**config.mk**
```make
export PLATFORM = sky130hd
export DESIGN_NAME = qea_sqrt_cell
export DESIGN_NICKNAME = d
export VERILOG_FILES = /design/src/design/qea_pkg.sv /design/src/design/qea_sqrt_cell.sv
export SDC_FILE = /design/constraint.sdc
export NUM_CORES = 1
export LEC_CHECK = 0
export BUFFER_PORTS_ARGS = -buffer_cell sky130_fd_sc_hd__clkbuf_2
export CELL_PAD_IN_SITES_DETAIL_PLACEMENT = 0
export CELL_PAD_IN_SITES_GLOBAL_PLACEMENT = 1
export CORE_ASPECT_RATIO = 1.4
export CORE_MARGIN = 1.5
export CORE_UTILIZATION = 37
export DETAILED_ROUTE_END_ITERATION = 12
export PLACE_DENSITY = 0.83
export SLEW_MARGIN = 25
export SYNTH_ARGS = -nofsm -noshare
export SYNTH_HDL_FRONTEND = slang
export SYNTH_SLANG_ARGS = --single-unit
export TNS_END_PERCENT = 30
```
**constraint.sdc**
```tcl
create_clock -name clk -period 3.97 [get_ports clk]
set_input_delay 0.9925 -clock clk [delete_from_list [all_inputs] [get_ports clk]]
set_output_delay 0.9925 -clock clk [all_outputs]
set_load 0.02 [all_outputs]
```
**src/design/qea_pkg.sv**
```systemverilog
// Shared constants, types and helper functions for the quaternion to Euler angle block.
// Used by the channel interfaces, the square-root and CORDIC cells and the top level.
package qea_pkg;

    localparam int CORDIC_STEPS_DEF = 16;
    localparam int MAX_STEPS        = 24;
    localparam int COMP_W           = 16;
    localparam int PROD_W           = 32;
    localparam int SUM_W            = 34;
    localparam int S_W              = 30;
    localparam int RAD_W            = 58;
    localparam int SQRT_STEPS       = 29;
    localparam int CORD_W           = 46;
    localparam int ACC_W            = 27;
    localparam int YAW_W            = 16;
    localparam int PITCH_W          = 15;

    localparam logic signed [SUM_W-1:0] UNIT_Q28     = SUM_W'(64'sd268435456);
    localparam logic signed [ACC_W-1:0] QUARTER_TURN = ACC_W'(32'sd9216000);
    localparam logic signed [ACC_W-1:0] HALF_LSB     = ACC_W'(32'sd512);
    localparam logic signed [ACC_W-1:0] YAW_LIMIT    = ACC_W'(32'sd18000);
    localparam logic signed [ACC_W-1:0] PITCH_LIMIT  = ACC_W'(32'sd9000);

    localparam logic signed [ACC_W-1:0] ATAN_TABLE [MAX_STEPS] = '{
        27'sd4608000, 27'sd2720261, 27'sd1437311, 27'sd729602,
        27'sd366217,  27'sd183287,  27'sd91666,   27'sd45836,
        27'sd22918,   27'sd11459,   27'sd5730,    27'sd2865,
        27'sd1432,    27'sd716,     27'sd358,     27'sd179,
        27'sd90,      27'sd45,      27'sd22,      27'sd11,
        27'sd6,       27'sd3,       27'sd1,       27'sd1
    };

    typedef struct packed {
        logic signed [CORD_W-1:0] x;
        logic signed [CORD_W-1:0] y;
        logic signed [ACC_W-1:0]  acc;
        logic                     zero;
    } cordic_vec_t;

    typedef struct packed {
        logic [RAD_W-1:0] rem;
        logic [RAD_W-1:0] root;
    } sqrt_vec_t;

    // Scales both operands by 256 and turns a left half-plane vector into the right one.
    function automatic cordic_vec_t cordic_prerotate(input logic signed [SUM_W-1:0] y_in,
                                                     input logic signed [SUM_W-1:0] x_in);
        cordic_vec_t              v;
        logic signed [CORD_W-1:0] xs;
        logic signed [CORD_W-1:0] ys;
        xs     = CORD_W'(x_in) <<< 8;
        ys     = CORD_W'(y_in) <<< 8;
        v.zero = (x_in == '0) && (y_in == '0);
        v.x    = xs;
        v.y    = ys;
        v.acc  = '0;
        if (xs < 0)
        begin
            if (ys >= 0)
            begin
                v.x   = ys;
                v.y   = -xs;
                v.acc = QUARTER_TURN;
            end
            else
            begin
                v.x   = -ys;
                v.y   = xs;
                v.acc = -QUARTER_TURN;
            end
        end
        return v;
    endfunction

    // Rounds the accumulator to centidegrees.
    function automatic logic signed [ACC_W-1:0] cordic_round(input cordic_vec_t v);
        logic signed [ACC_W-1:0] r;
        r = (v.acc + HALF_LSB) >>> 10;
        if (v.zero)
        begin
            r = '0;
        end
        return r;
    endfunction

    function automatic logic signed [ACC_W-1:0] clamp_angle(input logic signed [ACC_W-1:0] a,
                                                            input logic signed [ACC_W-1:0] lim);
        logic signed [ACC_W-1:0] r;
        r = a;
        if (a > lim)
        begin
            r = lim;
        end
        else if (a < -lim)
        begin
            r = -lim;
        end
        return r;
    endfunction

endpackage

```
**src/design/qea_sqrt_cell.sv**
```systemverilog
// One bit of a pipelined restoring integer square root.
// Depends on qea_pkg for the remainder/root layout.
module qea_sqrt_cell #(
    parameter int STEP = 0
) (
    input  logic               clk,
    input  logic               en,
    input  qea_pkg::sqrt_vec_t vec_in,
    output qea_pkg::sqrt_vec_t vec_out
);
    import qea_pkg::*;

    localparam logic [RAD_W-1:0] BIT = RAD_W'(1) << (2 * (SQRT_STEPS - 1 - STEP));

    sqrt_vec_t        vec_reg;
    sqrt_vec_t        vec_next;
    logic [RAD_W-1:0] trial;

    always_comb
    begin
        trial = vec_in.root + BIT;
        if (vec_in.rem >= trial)
        begin
            vec_next.rem  = vec_in.rem - trial;
            vec_next.root = (vec_in.root >> 1) + BIT;
        end
        else
        begin
            vec_next.rem  = vec_in.rem;
            vec_next.root = vec_in.root >> 1;
        end
    end

    always_ff @(posedge clk)
    begin
        if (en)
        begin
            vec_reg <= vec_next;
        end
    end

    assign vec_out = vec_reg;

endmodule

```
# Yosys cells after proc, flatten, opt, wreduce, memory -nomap -nowiden
# Cells that the tools add are included.
totals:
  inputBits: 118
  register_bits: 116
  out_inout_bits: 116
  elab_cells: 8
op_classes:
  n_mux: 1
  order_cmp: 1
  addsub: 3
op_table:
  columns: ["operator", "n"]
  rows:
  - ["$mux 116", 1]
  - ["$add 57x57->58 const B", 1]
  - ["$add 58x57->58 const B", 1]
  - ["$ge 58x58->1", 1]
  - ["$sub 58x58->58", 1]

# Longest topological paths before layout
logic_depth:
  depth_word: 3
  ltp_mapped: 14
  ltp_nobuf: 13

# Least setup slack after synthesis
# No wires, ideal clock.
synth_timing:
  path_kind: "input -> register"
  from: "input port vec_in[58] (netlist name)"
  to: "register vec_reg, in the netlist vec_out[67], data pin"
  setup_slack_ns: -0.089
  path_buffers: 1
  t_required_ns: 3.710
  path_stages: 14
  setup_time_ns: 0.260
  arrival_time_ns: 3.799
  path_cell_list: "inv_1 -> ha_1 -> inv_1 -> fa_1 -> a21o_1 -> a221o_1 -> a22oi_2 -> a211oi_2 -> o21ai_2 -> a21oi_4 -> a311oi_4 -> o21ai_4 -> buf_6 -> mux2_4"
synth_rtl:
  columns: ["element", "line_no", "rtl"]
  rows:
  - ["from (decl)", "qea_sqrt_cell.sv:8", "input qea_pkg::sqrt_vec_t vec_in,"]
  - ["to (signal assigned)", "qea_sqrt_cell.sv:38", "vec_reg <= vec_next;"]
  - ["to (decl)", "qea_sqrt_cell.sv:15", "sqrt_vec_t vec_reg;"]

==> summary.md <==
| Metric | Value |
|---|---|
| Status | `complete, no violations` |
| Vias in the first global route | `7,677` |
| VDD IR-drop max | `292 uV` |
| Register bit total from synthesis | `116` |
| Residual DRC | `0` |
| Post-CTS Hold Fix Bufs | `0` |
| Final worst slack | `0.297 ns` |
| Fillers | `2,078` |
| Cells after DPL | `1,369` |
| Hold Path Sink | `vec_out[19]$_DFFE_PP_` |
| Crit-path cells | `clkbuf_2 -> inv_1 -> ha_1 -> inv_1 -> fa_2 -> a21o_1 -> a221o_1 -> a22oi_2 -> a211oi_2 -> o21ai_2 -> a21oi_1 -> a41oi_1 -> mux2_2 -> o41ai_1` |
| Startpoint Class | `primary input` |
| Crit path capture type | `flop` |
| Port Buf Inserts | `233` |
| Antenna violations before repair | `1` |
| First-pass GRT wire length | `39.2 mm` |
| Worst path required time | `between 4 and 5 ns` |
| Most frequent cells in the layout | `clkbuf_2 (232), edfxtp_1 (116), buf_4 (85), inv_1 (73), a21oi_1 (66)` |
| Root Driver | `clkbuf_16` |
| Cells after Synth | `~800` |
| GR Util All Layers | `a little over a fifth` |
| IO Count | `234` |
| Largest delay share family, worst path | `compound AO/OA/AOI/OAI gates` |
| Fin crit share | `92.5%` |
| Longest Clk Path Bufs | `2` |
| Post-Layout Cell Count | `1,402` |
| Final #Nets | `1,268` |
| Net Count, Synth | `963` |
| Die area | `23,300 sq um` |
| Fraction of layout cells with a size suffix above 1 | `36.7%` |
| TritonCTS clock tree | `done` |
| P per Cell Area | `418 nW/um^2` |
| CP dominant cell by count | `inv_1` |
| TritonRoute pass-1 iters | `5` |
| Slowest cell delay on critical path | `approximately 0.38 ns` |
| Drt via density | `5.21` |
| Setup repair after global routing missed its margin | `false` |
| Wirelength, routed | `between 20 and 30 mm` |
| Hold Crit Depth | `1` |
| Clock transition at the registers of the reported paths | `0.06 ns` |
| Postcts setup bufs | `0` |
| Worst slew pin tran | `0.763 ns` |
| Chip width | `129 um` |
| DP HPWL | `roughly 20 mm` |
| CTS resizes | `0` |
| 1st-iter DRT viols | `412` |
| Post-Syn Area | `8260 sq um` |
| Ys async rst share | `0%` |
| Syn avg cell area | `10.5 sq um` |
| Post-synth EDFFs | `between 100 and 150` |
| CTS Sinks | `~120` |
| Leakage | `5.11 nW` |
| Buf/Inv on CP | `3` |
| Fmax | `272 MHz` |
| WP depth | `14` |
| Largest net degree at the start of global routing | `between 50 and 60` |
| Top fanout value on the critical path | `3` |
| Seq/Total Area, Yosys | `42.2%` |
| H-tree levels | `4` |
| Min Clock Period, post-route | `roughly 3.7 ns` |
| Initial core utilization | `37.8%` |
| Slew Limit Fails | `0` |
| HP Class | `primary input to flop` |
| Area Overhead vs Synth | `32.2%` |
| Worst slew margin | `between 40% and 50%` |
| Critical path's slowest cell | `o41ai_1` |
| Post-place setup slack | `-0.145 ns` |
| Post-route ant nets | `0` |
| RePlAce Congestion | `0.891` |
| Core area | `21,900 sq um` |
| Arr. time, crit path | `3.90 ns` |
| Setup CP Type | `primary input to flop` |
| Final setup violation count | `0` |
| CTS Buf Count | `17` |
| Final hold viol count | `0` |
| Hold wc startpoint | `vec_in[20]` |
| Via count | `7,306` |
| Die height | `180 um` |
| GRT Residual Overflow | `0` |
| Cell variety after synth | `64` |
| Most common cell after layout, fill and taps aside | `clkbuf_2` |
| Site row count | `64` |
| Max_cap viols | `0` |
| Synth Flop Type | `edfxtp_1` |
| Largest register FFs | `around 120` |
| Routed WL per cell | `17.8 um` |
| Syn. warnings | `0` |
cells by family (layout without fill, tap and decap cells):
family	Yosys count	count (layout)	share of synthesized area, %
adder cells (fa/ha/maj)	59	59	9.02
XOR/XNOR	44	44	4.66
flip-flops	116	116	42.2
AND/OR/NAND/NOR	171	171	10.7
multiplexers	52	52	8.69
AO/OA/AOI/OAI	236	236	19.4
other	0	1	0
buffers and inverters	108	426	5.31
how the worst max path moves through the flow:
stage	from	endpoint	slack [ns]
CTS	vec_in[58]	vec_out[106]$_DFFE_PP_	0.30
finish	vec_in[58]	vec_out[106]$_DFFE_PP_	0.30
floorplan	vec_in[58]	vec_out[67]$_DFFE_PP_	0.03
global placement	vec_in[58]	vec_out[68]$_DFFE_PP_	-0.07
global route	vec_in[58]	vec_out[106]$_DFFE_PP_	0.07
detailed placement	vec_in[58]	vec_out[106]$_DFFE_PP_	-0.15
where the power goes:
group | total [W] | leakage [nW] | internal [W] | switching, W
clock | 0.00153 | 0.283 | 0.000967 | 0.000562
combinational | 0.00146 | 3.69 | 0.000642 | 0.000816
sequential | 0.00158 | 1.13 | 0.00153 | 0.0000478
Yosys cell counts (all sizes together), types with 2 or more instances:
cell / instances / area share, %
o21a: 15 / 1.4
o211a: 2 / 0.24
a211oi: 11 / 1.1
nor2: 31 / 1.4
xnor2: 30 / 3.2
buf: 5 / 0.64
o211ai: 17 / 1.5
ha: 58 / 8.8
o31ai: 7 / 0.64
and4: 5 / 0.53
and3: 9 / 0.68
or2: 3 / 0.23
a21oi: 67 / 4.2
a22oi: 2 / 0.24
clkbuf: 30 / 1.4
nor4: 4 / 0.30
and3b: 2 / 0.21
o21ai: 35 / 2.3
a21o: 35 / 3.2
and2: 9 / 0.68
xor2: 14 / 1.5
mux2i: 5 / 0.61
nand2b: 7 / 0.53
o41ai: 4 / 0.42
o21bai: 12 / 1.1
nand4: 16 / 1.2
a31oi: 9 / 0.68
nand3: 16 / 0.97
inv: 73 / 3.3
edfxtp: 116 / 42
nand2: 33 / 1.5
a221o: 3 / 0.36
nor3b: 2 / 0.18
nor3: 21 / 1.3
nor2b: 6 / 0.45
or3: 5 / 0.38
mux2: 47 / 8.1
a21boi: 3 / 0.27
metal layers:
layer	vias up	track usage (%)	share of wire, %
met4	0	7.46	2.0
met5	-	0	0
met1	3471	23.9	39
met2	224	41.6	55
met3	35	4.05	4.7
li1	3576	-	-
through the flow:
step | cell area, sq um | utilization [%] | total power [W] | hold slack [ns] | TNS (ns)
after global routing | 10900 | 50.0 | 0.00477 | 0.747 | 0
after detailed placement | 10400 | 47.3 | 0.00306 | 1.19 | -3.98
after global placement | 10400 | 47.3 | 0.00305 | 1.19 | -2.31
after CTS | 10900 | 50.0 | 0.00460 | 0.734 | 0
final | 10900 | 50.0 | 0.00457 | 0.748 | 0
after floorplan | 8270 | - | 0.00252 | 1.09 | 0
cell type report:
type,count,area [sq um],area share [%]
well taps,297,372,3.40
repair buffers,321,1880,17.2
clock inverters,14,143,1.31
multi-input cells,562,4340,39.8
diodes,1,2.50,0.0229
flip-flops and latches,116,3480,31.9
clock buffers,18,429,3.93
inverters,73,274,2.51
Note: power is estimated with default switching activity, not from simulation.
