`src/design/qea_pkg.sv`:
```
// Shared constants, types and helper functions for the quaternion to Euler angle block.
// Used by the channel interfaces, the square-root and CORDIC cells and the top level.
package qea_pkg;

    localparam int CORDIC_STEPS_DEF = 16;
    localparam int MAX_STEPS        = 24;
    localparam int COMP_W           = 16;
    localparam int PROD_W           = 32;
    localparam int SUM_W            = 34;
    localparam int S_W              = 30;
    localparam int RAD_W            = 58;
    localparam int SQRT_STEPS       = 29;
    localparam int CORD_W           = 46;
    localparam int ACC_W            = 27;
    localparam int YAW_W            = 16;
    localparam int PITCH_W          = 15;

    localparam logic signed [SUM_W-1:0] UNIT_Q28     = SUM_W'(64'sd268435456);
    localparam logic signed [ACC_W-1:0] QUARTER_TURN = ACC_W'(32'sd9216000);
    localparam logic signed [ACC_W-1:0] HALF_LSB     = ACC_W'(32'sd512);
    localparam logic signed [ACC_W-1:0] YAW_LIMIT    = ACC_W'(32'sd18000);
    localparam logic signed [ACC_W-1:0] PITCH_LIMIT  = ACC_W'(32'sd9000);

    localparam logic signed [ACC_W-1:0] ATAN_TABLE [MAX_STEPS] = '{
        27'sd4608000, 27'sd2720261, 27'sd1437311, 27'sd729602,
        27'sd366217,  27'sd183287,  27'sd91666,   27'sd45836,
        27'sd22918,   27'sd11459,   27'sd5730,    27'sd2865,
        27'sd1432,    27'sd716,     27'sd358,     27'sd179,
        27'sd90,      27'sd45,      27'sd22,      27'sd11,
        27'sd6,       27'sd3,       27'sd1,       27'sd1
    };

    typedef struct packed {
        logic signed [CORD_W-1:0] x;
        logic signed [CORD_W-1:0] y;
        logic signed [ACC_W-1:0]  acc;
        logic                     zero;
    } cordic_vec_t;

    typedef struct packed {
        logic [RAD_W-1:0] rem;
        logic [RAD_W-1:0] root;
    } sqrt_vec_t;

    // Scales both operands by 256 and turns a left half-plane vector into the right one.
    function automatic cordic_vec_t cordic_prerotate(input logic signed [SUM_W-1:0] y_in,
                                                     input logic signed [SUM_W-1:0] x_in);
        cordic_vec_t              v;
        logic signed [CORD_W-1:0] xs;
        logic signed [CORD_W-1:0] ys;
        xs     = CORD_W'(x_in) <<< 8;
        ys     = CORD_W'(y_in) <<< 8;
        v.zero = (x_in == '0) && (y_in == '0);
        v.x    = xs;
        v.y    = ys;
        v.acc  = '0;
        if (xs < 0)
        begin
            if (ys >= 0)
            begin
                v.x   = ys;
                v.y   = -xs;
                v.acc = QUARTER_TURN;
            end
            else
            begin
                v.x   = -ys;
                v.y   = xs;
                v.acc = -QUARTER_TURN;
            end
        end
        return v;
    endfunction

    // Rounds the accumulator to centidegrees.
    function automatic logic signed [ACC_W-1:0] cordic_round(input cordic_vec_t v);
        logic signed [ACC_W-1:0] r;
        r = (v.acc + HALF_LSB) >>> 10;
        if (v.zero)
        begin
            r = '0;
        end
        return r;
    endfunction

    function automatic logic signed [ACC_W-1:0] clamp_angle(input logic signed [ACC_W-1:0] a,
                                                            input logic signed [ACC_W-1:0] lim);
        logic signed [ACC_W-1:0] r;
        r = a;
        if (a > lim)
        begin
            r = lim;
        end
        else if (a < -lim)
        begin
            r = -lim;
        end
        return r;
    endfunction

endpackage

```
`src/design/qea_cordic_cell.sv`:
```
// One vectoring CORDIC iteration with a fixed shift and angle constant.
// Depends on qea_pkg for the vector layout and the arctangent table.
module qea_cordic_cell #(
    parameter int STEP = 0
) (
    input  logic                 clk,
    input  logic                 en,
    input  qea_pkg::cordic_vec_t vec_in,
    output qea_pkg::cordic_vec_t vec_out
);
    import qea_pkg::*;

    cordic_vec_t              vec_reg;
    cordic_vec_t              vec_next;
    logic signed [CORD_W-1:0] dx;
    logic signed [CORD_W-1:0] dy;

    always_comb
    begin
        dx            = vec_in.y >>> STEP;
        dy            = vec_in.x >>> STEP;
        vec_next.zero = vec_in.zero;
        if (vec_in.y >= 0)
        begin
            vec_next.x   = vec_in.x + dx;
            vec_next.y   = vec_in.y - dy;
            vec_next.acc = vec_in.acc + ATAN_TABLE[STEP];
        end
        else
        begin
            vec_next.x   = vec_in.x - dx;
            vec_next.y   = vec_in.y + dy;
            vec_next.acc = vec_in.acc - ATAN_TABLE[STEP];
        end
    end

    always_ff @(posedge clk)
    begin
        if (en)
        begin
            vec_reg <= vec_next;
        end
    end

    assign vec_out = vec_reg;

endmodule

```
`config.mk`:
```
export PLATFORM = sky130hd
export DESIGN_NAME = qea_cordic_cell
export DESIGN_NICKNAME = d
export VERILOG_FILES = /design/src/design/qea_pkg.sv /design/src/design/qea_cordic_cell.sv
export SDC_FILE = /design/constraint.sdc
export NUM_CORES = 1
export LEC_CHECK = 0
export BUFFER_PORTS_ARGS = -buffer_cell sky130_fd_sc_hd__buf_2
export CAP_MARGIN = 20
export CORE_MARGIN = 2
export CORE_UTILIZATION = 35
export DETAILED_ROUTE_END_ITERATION = 16
export HOLD_SLACK_MARGIN = 0.02
export SYNTH_ARGS = -nofsm -noshare
export SYNTH_HDL_FRONTEND = slang
export SYNTH_SLANG_ARGS = --single-unit
```
`constraint.sdc`:
```
create_clock -name clk -period 3.9 [get_ports clk]
set_input_delay 0.78 -clock clk [delete_from_list [all_inputs] [get_ports clk]]
set_output_delay 0.78 -clock clk [all_outputs]
set_load 0.005 [all_outputs]
```
==> Word level (Yosys, flattened, before mapping) <==
Cells that the tools add are included.
{ "word_totals": {"reg_bits": 120, "in_bits": 122, "word_cells": 11} }
{ "op_classes": {"addsub": 5, "order_cmp": 1, "muxes": 1} }
{ "ops": {"columns": ["cell", "n"], "rows": [
  ["$mux 119", 1],
  ["$sub 46x46->46", 2],
  ["$add 46x46->46", 1],
  ["$ge 46x1->1 const B", 1],
  ["$add 27x24->27 const B", 1],
  ["$sub 27x24->27 const B", 1]
]} }

==> Logic depth before layout (Yosys ltp) <==
Gate-level depths: netlist of the first run.
{ "depth": {"depth_word": 2, "depth_mapped": 15, "mapped_depth_nobuf": 12} }

==> Worst setup path before layout of the first run <==
Ideal clock, no wire load.
{ "synth_path": {"path_type": "input -> register", "start": "input port vec_in[73] (netlist bit)", "end": "register vec_reg (netlist bit vec_out[25]), data pin", "setup_ns": 0.263, "arrival_time_ns": 3.598, "required_time_ns": 3.637, "path_slack_ns": 0.039, "stages": 15, "path_buffers": 4, "path_cell_list": "clkbuf_1 > clkbuf_1 > buf_1 > buf_1 > xor2_1 > ha_1 > o21ai_0 > nor3_1 > a21oi_1 > o21ai_0 > a21oi_1 > a21oi_1 > a21o_1 > mux2i_1 > xor2_1"} }
{ "synth_rtl": {"columns": ["element", "line", "text"], "rows": [
  ["start: declaration", "qea_cordic_cell.sv:8", "input qea_pkg::cordic_vec_t vec_in,"],
  ["end signal: assignment", "qea_cordic_cell.sv:41", "vec_reg <= vec_next;"],
  ["end: declaration", "qea_cordic_cell.sv:13", "cordic_vec_t vec_reg;"]
]} }

==> impl_metrics.yaml, run 1 <==
finish:
  largest_reg_flops: 119
  nets: 2158
  area_growth_pct: 28.39
  n_antenna_cell: 0
  drive_above_1_share_pct: 27.86
  design_area_um2: 16310
setup_path:
  critPathRequiredTime_ns: 4.10
  cp_max_fo: 3
  critPathArrivalTime_ns: 3.79
  cp-start-kind: "input port"
  critical_path_class: "input port to flip-flop"
  cp-end-kind: "flip-flop"
floorplan:
  initial_utilization_pct: 35.64
  num_rows: 69
  fp.dieH_um: 194.5
  die_width_um: 194.5
  design.core.area_um2: 35660
  die_area_um2: 37840
  io_pins: 242
route:
  firstDrtPassIters: 6
  drt_wl_total_um: 46740
  wl_per_cell_um: 19.75
  via_count: 12950
  drt-initial-drc-count: 1177
  avgViaCountPerCell: 5.470
  drc: 0
  ant_nets: 0
status:
  outcome: "complete, no violations"
global_routing:
  grt_max_degree: 79
  grt_pass1_wl_um: 71830
  grt_antenna_before_repair: 0
  grtUsageTotal_pct: 24.26
  overflow: 0
  grt_pass1_vias: 12630
synth:
  synth.top_cells.by_count: "a21oi_1, inv_1, ha_1, edfxtp_1, nor2_1"
  synth_cell_type_count: 97
  yosys.area.top_type: "edfxtp_1"
  synth_top_cell_area_share_pct: 28.12
  synth-seq-area-share_pct: 28.12
  ys_warn_count: 0
  synth_top_family_by_area: "compound AO/OA/AOI/OAI gates"
  async_reset_ff_share_pct: 0
  postSynthAreaPerCell_um2: 8.448
  synth.cell_area_um2: 12710
  synth_flop_cell: "edfxtp_1"
  synth-compound-area-share_pct: 27.40
  synth_fa_ha_area_share_pct: 14.26
  ys_top_cells_by_area: "edfxtp_1, ha_1, a21oi_1"
  synth_most_common_cell: "a21oi_1"
  syn-num-nets: 1769
  synthCells: 1504
  synth-simple-area-share_pct: 13.98
  ys_ff_latch: 119
  synth-edff-count: 119
  synth-xor-area-share_pct: 6.755
  synthMuxAreaShare_pct: 2.226
placed_design:
  io_buffers: 241
  routabilityCongestion: 0.9554
  dpl_worst_slack_ns: -0.06252
  dp_hpwl_um: 37910
  place_area_um2: 15680
timing:
  max_freq_ghz: 0.2784
  max_slew_margin_pct: 43.33
  rsz0062_at_grt: "false"
  finalWorstSetupSlack_ns: 0.3078
  fin_crit_ns: 3.592
  setup_viol: 0
  final_hold_viol_count: 0
  maxSlewViolCount: 0
  tightest_slew_ns: 0.8500
  period_share_pct: 92.11
cts:
  clk_pin_slew_ns: 0.06
  post_cts_buffers: 0
  h-tree-depth: 4
  hold_buffers: 0
  cts_tree: "done"
  numCtsBuffers: 17
  cts_resized: 0
  clk_path_buf_depth: 2
  clock_sinks: 119
  clock-root-buffer: "clkbuf_16"
job:
  maxCapViolCount: 0
power_and_ir_drop:
  p_per_area_nw_per_um2: 352.1
  p_leak_uw: 0.007349
  ir_worst_vdd_mv: 0.3176
worst_hold_path:
  hp-class: "input port to flip-flop"
-- cells by family after synthesis --
kind of cell,after synthesis
flip-flops,119
adder cells (fa/ha/maj),143
multiplexers,27
buffers and inverters,229
XOR/XNOR,98
AND/OR/NAND/NOR,360
AO/OA/AOI/OAI,528
-- critical path, stage by stage --
cell      delay, ns
buf_2          0.11
buf_4          0.13
ha_1           0.21
fa_1           0.41
nor2b_1        0.16
o211ai_1       0.29
a32oi_2        0.24
a21oi_1        0.36
o31ai_1        0.20
a41o_1         0.34
a221oi_2       0.28
a21oi_1        0.13
xnor2_1        0.15
-- power by group --
group | switching [µW] | internal [µW] | total [µW]
logic | 1290 | 948 | 2240
registers | 59.1 | 1680 | 1740
clock network | 630 | 1130 | 1760
-- final timing paths --
| path | cells after the start | endpoint | from | slack (ns) |
|---|---|---|---|---|
| max | 13 | vec_out[96] | vec_in[28] | 0.31 |
| min | 1 | vec_out[2] | vec_in[2] | 0.51 |
-- cell type report --
cell class / instances / area, µm²
fillers: 3564 / 19340
flip-flops and latches: 119 / 3573
well taps: 461 / 576.8
inverters: 158 / 593.1
repair buffers: 441 / 2725
multi-input cells: 1156 / 8210
clock inverters: 13 / 201.4
clock buffers: 19 / 432.9
-- through the flow --
stage          hold slack (ns)  std cells  total power [µW]  utilization, %  TNS, ns
2_1_floorplan           0.8789       1504              2972               -        0
3_5_place_dp            0.9581       2335              3974           43.97  -0.2494
3_3_place_gp            0.9564       2335              3961           43.97  -0.1123
5_1_grt                 0.4974       2367              6036           45.75        0
6_report                0.5122       2367              5744           45.75        0
4_1_cts                 0.4909       2367              5764           45.75        0
-- routing by layer --
layer	vias to the layer above	wire [µm]	track usage [%]	share of wire, %
met3	48	2717	3.453	5.8
met4	0	685	6.040	1.5
li1	6235	-	-	-
met2	455	21530	39.40	46
met1	6210	21800	33.87	47
met5	-	0	0	0
-- placed cells by master, fill, tap and decap left out, types with 7 or more instances in the layout --
cell type  synthesis  routed
buf_2             26     239
buf_4              4     201
a21oi_1          189     189
inv_1            146     145
ha_1             140     140
edfxtp_1         119     119
nor2_1           109     109
o21ai_0           93      93
xnor2_1           87      87
nand2_1           86      86
a21o_1            31      31
nor3_1            29      29
o21bai_1          29      29
mux2i_1           26      26
o31ai_1           25      25
nor4_1            21      21
nand3_1           20      20
o21ai_1           19      19
nand4_1           18      18
a211oi_1          18      18
clkbuf_16          0      17
nor2b_1           15      15
o211ai_1          15      15
a31oi_1           14      14
or3_1             12      12
xor2_1            11      11
inv_2             10      11
nand2b_1           9       9
and3_1             8       8
a211oi_2           7       7
(Power assumes the default switching activity.)
==> run 2: changes to the inputs <==
--- a/config.mk
+++ b/config.mk
@@ -7,10 +7,13 @@
 export LEC_CHECK = 0
 export BUFFER_PORTS_ARGS = -buffer_cell sky130_fd_sc_hd__buf_2
 export CAP_MARGIN = 20
+export CELL_PAD_IN_SITES_DETAIL_PLACEMENT = 0
+export CELL_PAD_IN_SITES_GLOBAL_PLACEMENT = 2
 export CORE_MARGIN = 2
-export CORE_UTILIZATION = 35
+export CORE_UTILIZATION = 31
 export DETAILED_ROUTE_END_ITERATION = 16
 export HOLD_SLACK_MARGIN = 0.02
+export PLACE_DENSITY_LB_ADDON = 0.1
 export SYNTH_ARGS = -nofsm -noshare
 export SYNTH_HDL_FRONTEND = slang
 export SYNTH_SLANG_ARGS = --single-unit
==> impl_metrics.yaml, run 2 (synthesis gave the netlist of run 1 again) <==
timing:
  rsz0062_at_grt: "false"
  final_hold_viol_count: 0
  whs_ns: 0.5084
  max_freq_ghz: 0.2679
  maxSlewViolCount: 0
  period_share_pct: 95.72
  fin_crit_ns: 3.733
  max_slew_margin_pct: 49.42
  tightest_slew_ns: 0.7523
  finalWorstSetupSlack_ns: 0.1671
  setup_viol: 0
setup_path:
  critPathArrivalTime_ns: 3.93
  critical_path_class: "input port to flip-flop"
  cp_max_fo: 6
  cpPeakStageDelay_ns: 0.54
  cp_slowest_cell: "nor4_1"
  cp-end-kind: "flip-flop"
  critPathRequiredTime_ns: 4.09
  cp-start-kind: "input port"
  path_cells: "buf_2, inv_1, ha_1, buf_4, nand2_1, nor4_1, o31ai_1, o211ai_1, a311oi_2, o211ai_1, o21ai_0, a21oi_1, xnor2_1"
  critPathMostFrequentCell: "o211ai_1"
floorplan:
  initial_utilization_pct: 31.26
  design.core.area_um2: 40650
  io_pins: 242
  fp.dieH_um: 206.5
  die_width_um: 206.5
  num_rows: 74
  die_area_um2: 42620
cts:
  clk_pin_slew_ns: 0.06
  hold_buffers: 0
  post_cts_buffers: 0
  cts_tree: "done"
  cts_resized: 0
  clock-root-buffer: "clkbuf_16"
  numCtsBuffers: 17
  clock_sinks: 119
  h-tree-depth: 4
  clk_path_buf_depth: 2
placed_design:
  routabilityCongestion: 0.8827
  dpl_worst_slack_ns: -0.1445
  dp_hpwl_um: 40210
  placedCellCount: 2443
  io_buffers: 241
  place_area_um2: 16070
power_and_ir_drop:
  pwr-share-comb_pct: 40.2
  switchingPower_uw: 2094
  p_seq_share_pct: 30.3
  ir_worst_vdd_mv: 0.3032
  p_leak_uw: 0.007513
  p_int_uw: 3624
  p_per_area_nw_per_um2: 343.1
  switching_share_pct: 36.62
  clkPwrFrac_pct: 29.5
finish:
  multiInputGateArea_um2: 8210
  layout_common_cells: "buf_2, buf_4, a21oi_1"
  nets: 2195
  design_area_um2: 16670
  fill_cells: 4243
  final_common_cell: "buf_2"
  largest_reg_flops: 119
  final_cell_count_no_fill: 2476
  seq_area_um2: 3573
  drive_above_1_share_pct: 29.39
  area_growth_pct: 31.19
route:
  drt_wl_total_um: 49130
  avgViaCountPerCell: 5.207
  ant_nets: 0
  drt-initial-drc-count: 851
  via_count: 12890
  firstDrtPassIters: 5
  drc: 0
  wl_per_cell_um: 19.84
global_routing:
  grtUsageTotal_pct: 22.92
  grt_pass1_wl_um: 73710
  grt_antenna_before_repair: 0
  overflow: 0
  grt_pass1_vias: 12450
  grt_max_degree: 119
status:
  outcome: "complete, no violations"
worst_hold_path:
  hp-class: "input port to flip-flop"
job:
  maxCapViolCount: 0
[run 2: cell types whose count changed in the layout (fill, tap and decap cells not counted), sizes merged]
cell	previous run	this run
buf	441	478
inv	158	162
bufinv	5	2
clkbuf	19	17
clkinvlp	1	3
clkinv	7	6
diode	0	1
[run 2: layout make-up]
| cell class | instances | share of cell area (%) |
|---|---|---|
| diodes | 1 | 0.01501 |
| clock buffers | 17 | 2.552 |
| clock inverters | 15 | 1.021 |
| inverters | 158 | 3.558 |
| multi-input cells | 1156 | 49.26 |
| flip-flops and latches | 119 | 21.44 |
| well taps | 532 | 3.993 |
| repair buffers | 478 | 18.17 |
[run 2: power by group through the flow]
stage / combinational, µW / clock [µW] / sequential (µW)
finish: 2300 / 1690 / 1730
detailed placement: 2280 / 0 / 1760
global placement: 2290 / 0 / 1760
floorplan: 1190 / 0 / 1790
CTS: 2300 / 1730 / 1740
global route: 2520 / 1770 / 1750
[run 2: final timing paths]
check / startpoint / cells after the start / endpoint
max: vec_in[45] / 13 / vec_out[69]
min: vec_in[8] / 1 / vec_out[8]
[run 2: per-stage QoR]
stage               power, µW  utilization [%]  setup TNS [ns]
floorplan                2972                -               0
global placement         4053            39.54          -1.041
detailed placement       4047            39.54          -1.172
CTS                      5770            41.00               0
global route             6045            41.00               0
finish                   5718            41.01               0
[run 2: worst max-delay path: cells and delay by family]
| family | cells | cell delay, ns |
|---|---|---|
| simple gates | 2 | 0.66 |
| buf+inv | 3 | 0.30 |
| fa+ha+maj | 1 | 0.40 |
| compound gates | 6 | 1.67 |
| xor+xnor | 1 | 0.10 |
[run 2: layer usage]
metal | track usage (%) | part of all wire, %
met1 | 32.59 | 48
met2 | 35.88 | 45
met3 | 2.712 | 5.1
met4 | 7.449 | 2.5
met5 | 0 | 0
==> run 3: changes to the inputs <==
--- a/config.mk
+++ b/config.mk
@@ -10,7 +10,7 @@
 export CELL_PAD_IN_SITES_DETAIL_PLACEMENT = 0
 export CELL_PAD_IN_SITES_GLOBAL_PLACEMENT = 2
 export CORE_MARGIN = 2
-export CORE_UTILIZATION = 31
+export CORE_UTILIZATION = 34
 export DETAILED_ROUTE_END_ITERATION = 16
 export HOLD_SLACK_MARGIN = 0.02
 export PLACE_DENSITY_LB_ADDON = 0.1
==> constraint.sdc (replaced) <==
create_clock -name clk -period 3.6 [get_ports clk]
set_input_delay 0.72 -clock clk [delete_from_list [all_inputs] [get_ports clk]]
set_output_delay 0.72 -clock clk [all_outputs]
set_load 0.005 [all_outputs]
==> impl_metrics.yaml, run 3 (synthesis gave the netlist of run 1 again) <==
global_routing:
  grt_antenna_before_repair: 1
  grt_max_degree: 118
  grt_pass1_wl_um: 74610
  overflow: 0
  grt_pass1_vias: 12950
  grtUsageTotal_pct: 25.05
setup_path:
  crit_family: "simple AND/OR/NAND/NOR gates"
  cp_max_fo: 6
  critical_path_class: "input port to flip-flop"
  cp-start-kind: "input port"
  cp-end-kind: "flip-flop"
  critPathLaunch: "vec_in[36]"
  critPathMostFrequentCell: "buf_4"
  path_buf_inv: 6
  critPathRequiredTime_ns: 3.80
  critPathArrivalTime_ns: 3.67
  cpPeakStageDelay_ns: 0.59
  cp_slowest_cell: "nor3_1"
  path_cells: "buf_2, inv_1, ha_1, buf_4, inv_1, a21oi_1, o31ai_1, buf_4, a211o_2, a41oi_2, buf_4, nor3_1, nor3_1, or3_1, o211a_1"
timing:
  tns_ns: 0
  fin_crit_ns: 3.473
  period_share_pct: 96.46
  rsz0062_at_grt: "false"
  max_slew_margin_pct: 52.70
  final_hold_viol_count: 0
  max_freq_ghz: 0.2880
  maxSlewViolCount: 0
  tightest_slew_ns: 0.7041
  setup_viol: 0
route:
  ant_nets: 0
  firstDrtPassIters: 5
  wl_per_cell_um: 19.81
  avgViaCountPerCell: 5.340
  drc: 0
  drt_wl_total_um: 49140
  drt-initial-drc-count: 990
  via_count: 13250
floorplan:
  die_area_um2: 38930
  initial_utilization_pct: 34.62
  io_pins: 242
  fp.dieH_um: 197.3
  design.core.area_um2: 36700
  die_width_um: 197.3
  num_rows: 70
job:
  maxCapViolCount: 0
cts:
  clk_path_buf_depth: 2
  post_cts_buffers: 0
  clock-root-buffer: "clkbuf_16"
  cts_tree: "done"
  numCtsBuffers: 17
  h-tree-depth: 4
  hold_buffers: 0
  clock_sinks: 119
  clk_pin_slew_ns: 0.06
finish:
  drive_above_1_share_pct: 32.04
  final_cell_count_no_fill: 2481
  layout_common_cells: "buf_4, buf_2, a21oi_1"
  n_antenna_cell: 0
  design_area_um2: 17150
  area_growth_pct: 34.94
  largest_reg_flops: 119
  nets: 2265
  fill_cells: 3730
  final_common_cell: "buf_4"
worst_hold_path:
  hp-class: "input port to flip-flop"
  min_from: "vec_in[0]"
status:
  outcome: "complete, no violations"
placed_design:
  dp_hpwl_um: 40230
  place_area_um2: 16530
  placedCellCount: 2449
  routabilityCongestion: 0.9037
  io_buffers: 241
power_and_ir_drop:
  p_per_area_nw_per_um2: 366.7
  total_power_uw: 6288
  p_leak_uw: 0.007853
  ir_worst_vdd_mv: 0.3691
run 3: final timing paths:
kind / slack (ns) / cells after the start / to
min: 0.45 / 1 / vec_out[0]
max: 0.13 / 15 / vec_out[117]
run 3: routing by layer:
layer | GRT usage [%] | part of all wire [%]
met3 | 3.466 | 5.0
met2 | 41.01 | 46
met4 | 6.544 | 1.6
met1 | 34.64 | 47
met5 | 0 | 0.026
run 3: timing repair:
item / CTS / global route
endpoints found under the setup margin: 0 / 7
hold endpoints to repair: 0 / 0
resized for setup: 0 / 6
run 3: layout make-up:
| cell class | count | area [µm²] | area share [%] |
|---|---|---|---|
| multi-input combinational | 1156 | 8235 | 48.03 |
| inverter | 158 | 593.1 | 3.459 |
| sequential | 119 | 3573 | 20.84 |
| tap | 468 | 585.6 | 3.415 |
| timing repair buffer | 548 | 3566 | 20.80 |
| clock buffer | 17 | 425.4 | 2.481 |
| clock inverter | 15 | 166.4 | 0.9706 |
run 3: metrics by stage:
step	worst slack [ns]	util (%)	hold slack (ns)
after floorplan	0.06266	-	0.8189
after global placement	-0.3441	45.04	0.8968
after detailed placement	-0.3367	45.04	0.8984
after CTS	0.1260	46.65	0.4235
after global routing	0.008348	46.72	0.4276
final	0.1273	46.72	0.4473
run 3: power by group:
group          total (µW)  switching [µW]  internal (µW)
sequential           1880            60.2           1820
combinational        2600            1440           1160
clock                1810             772           1030
total                6290            2270           4010
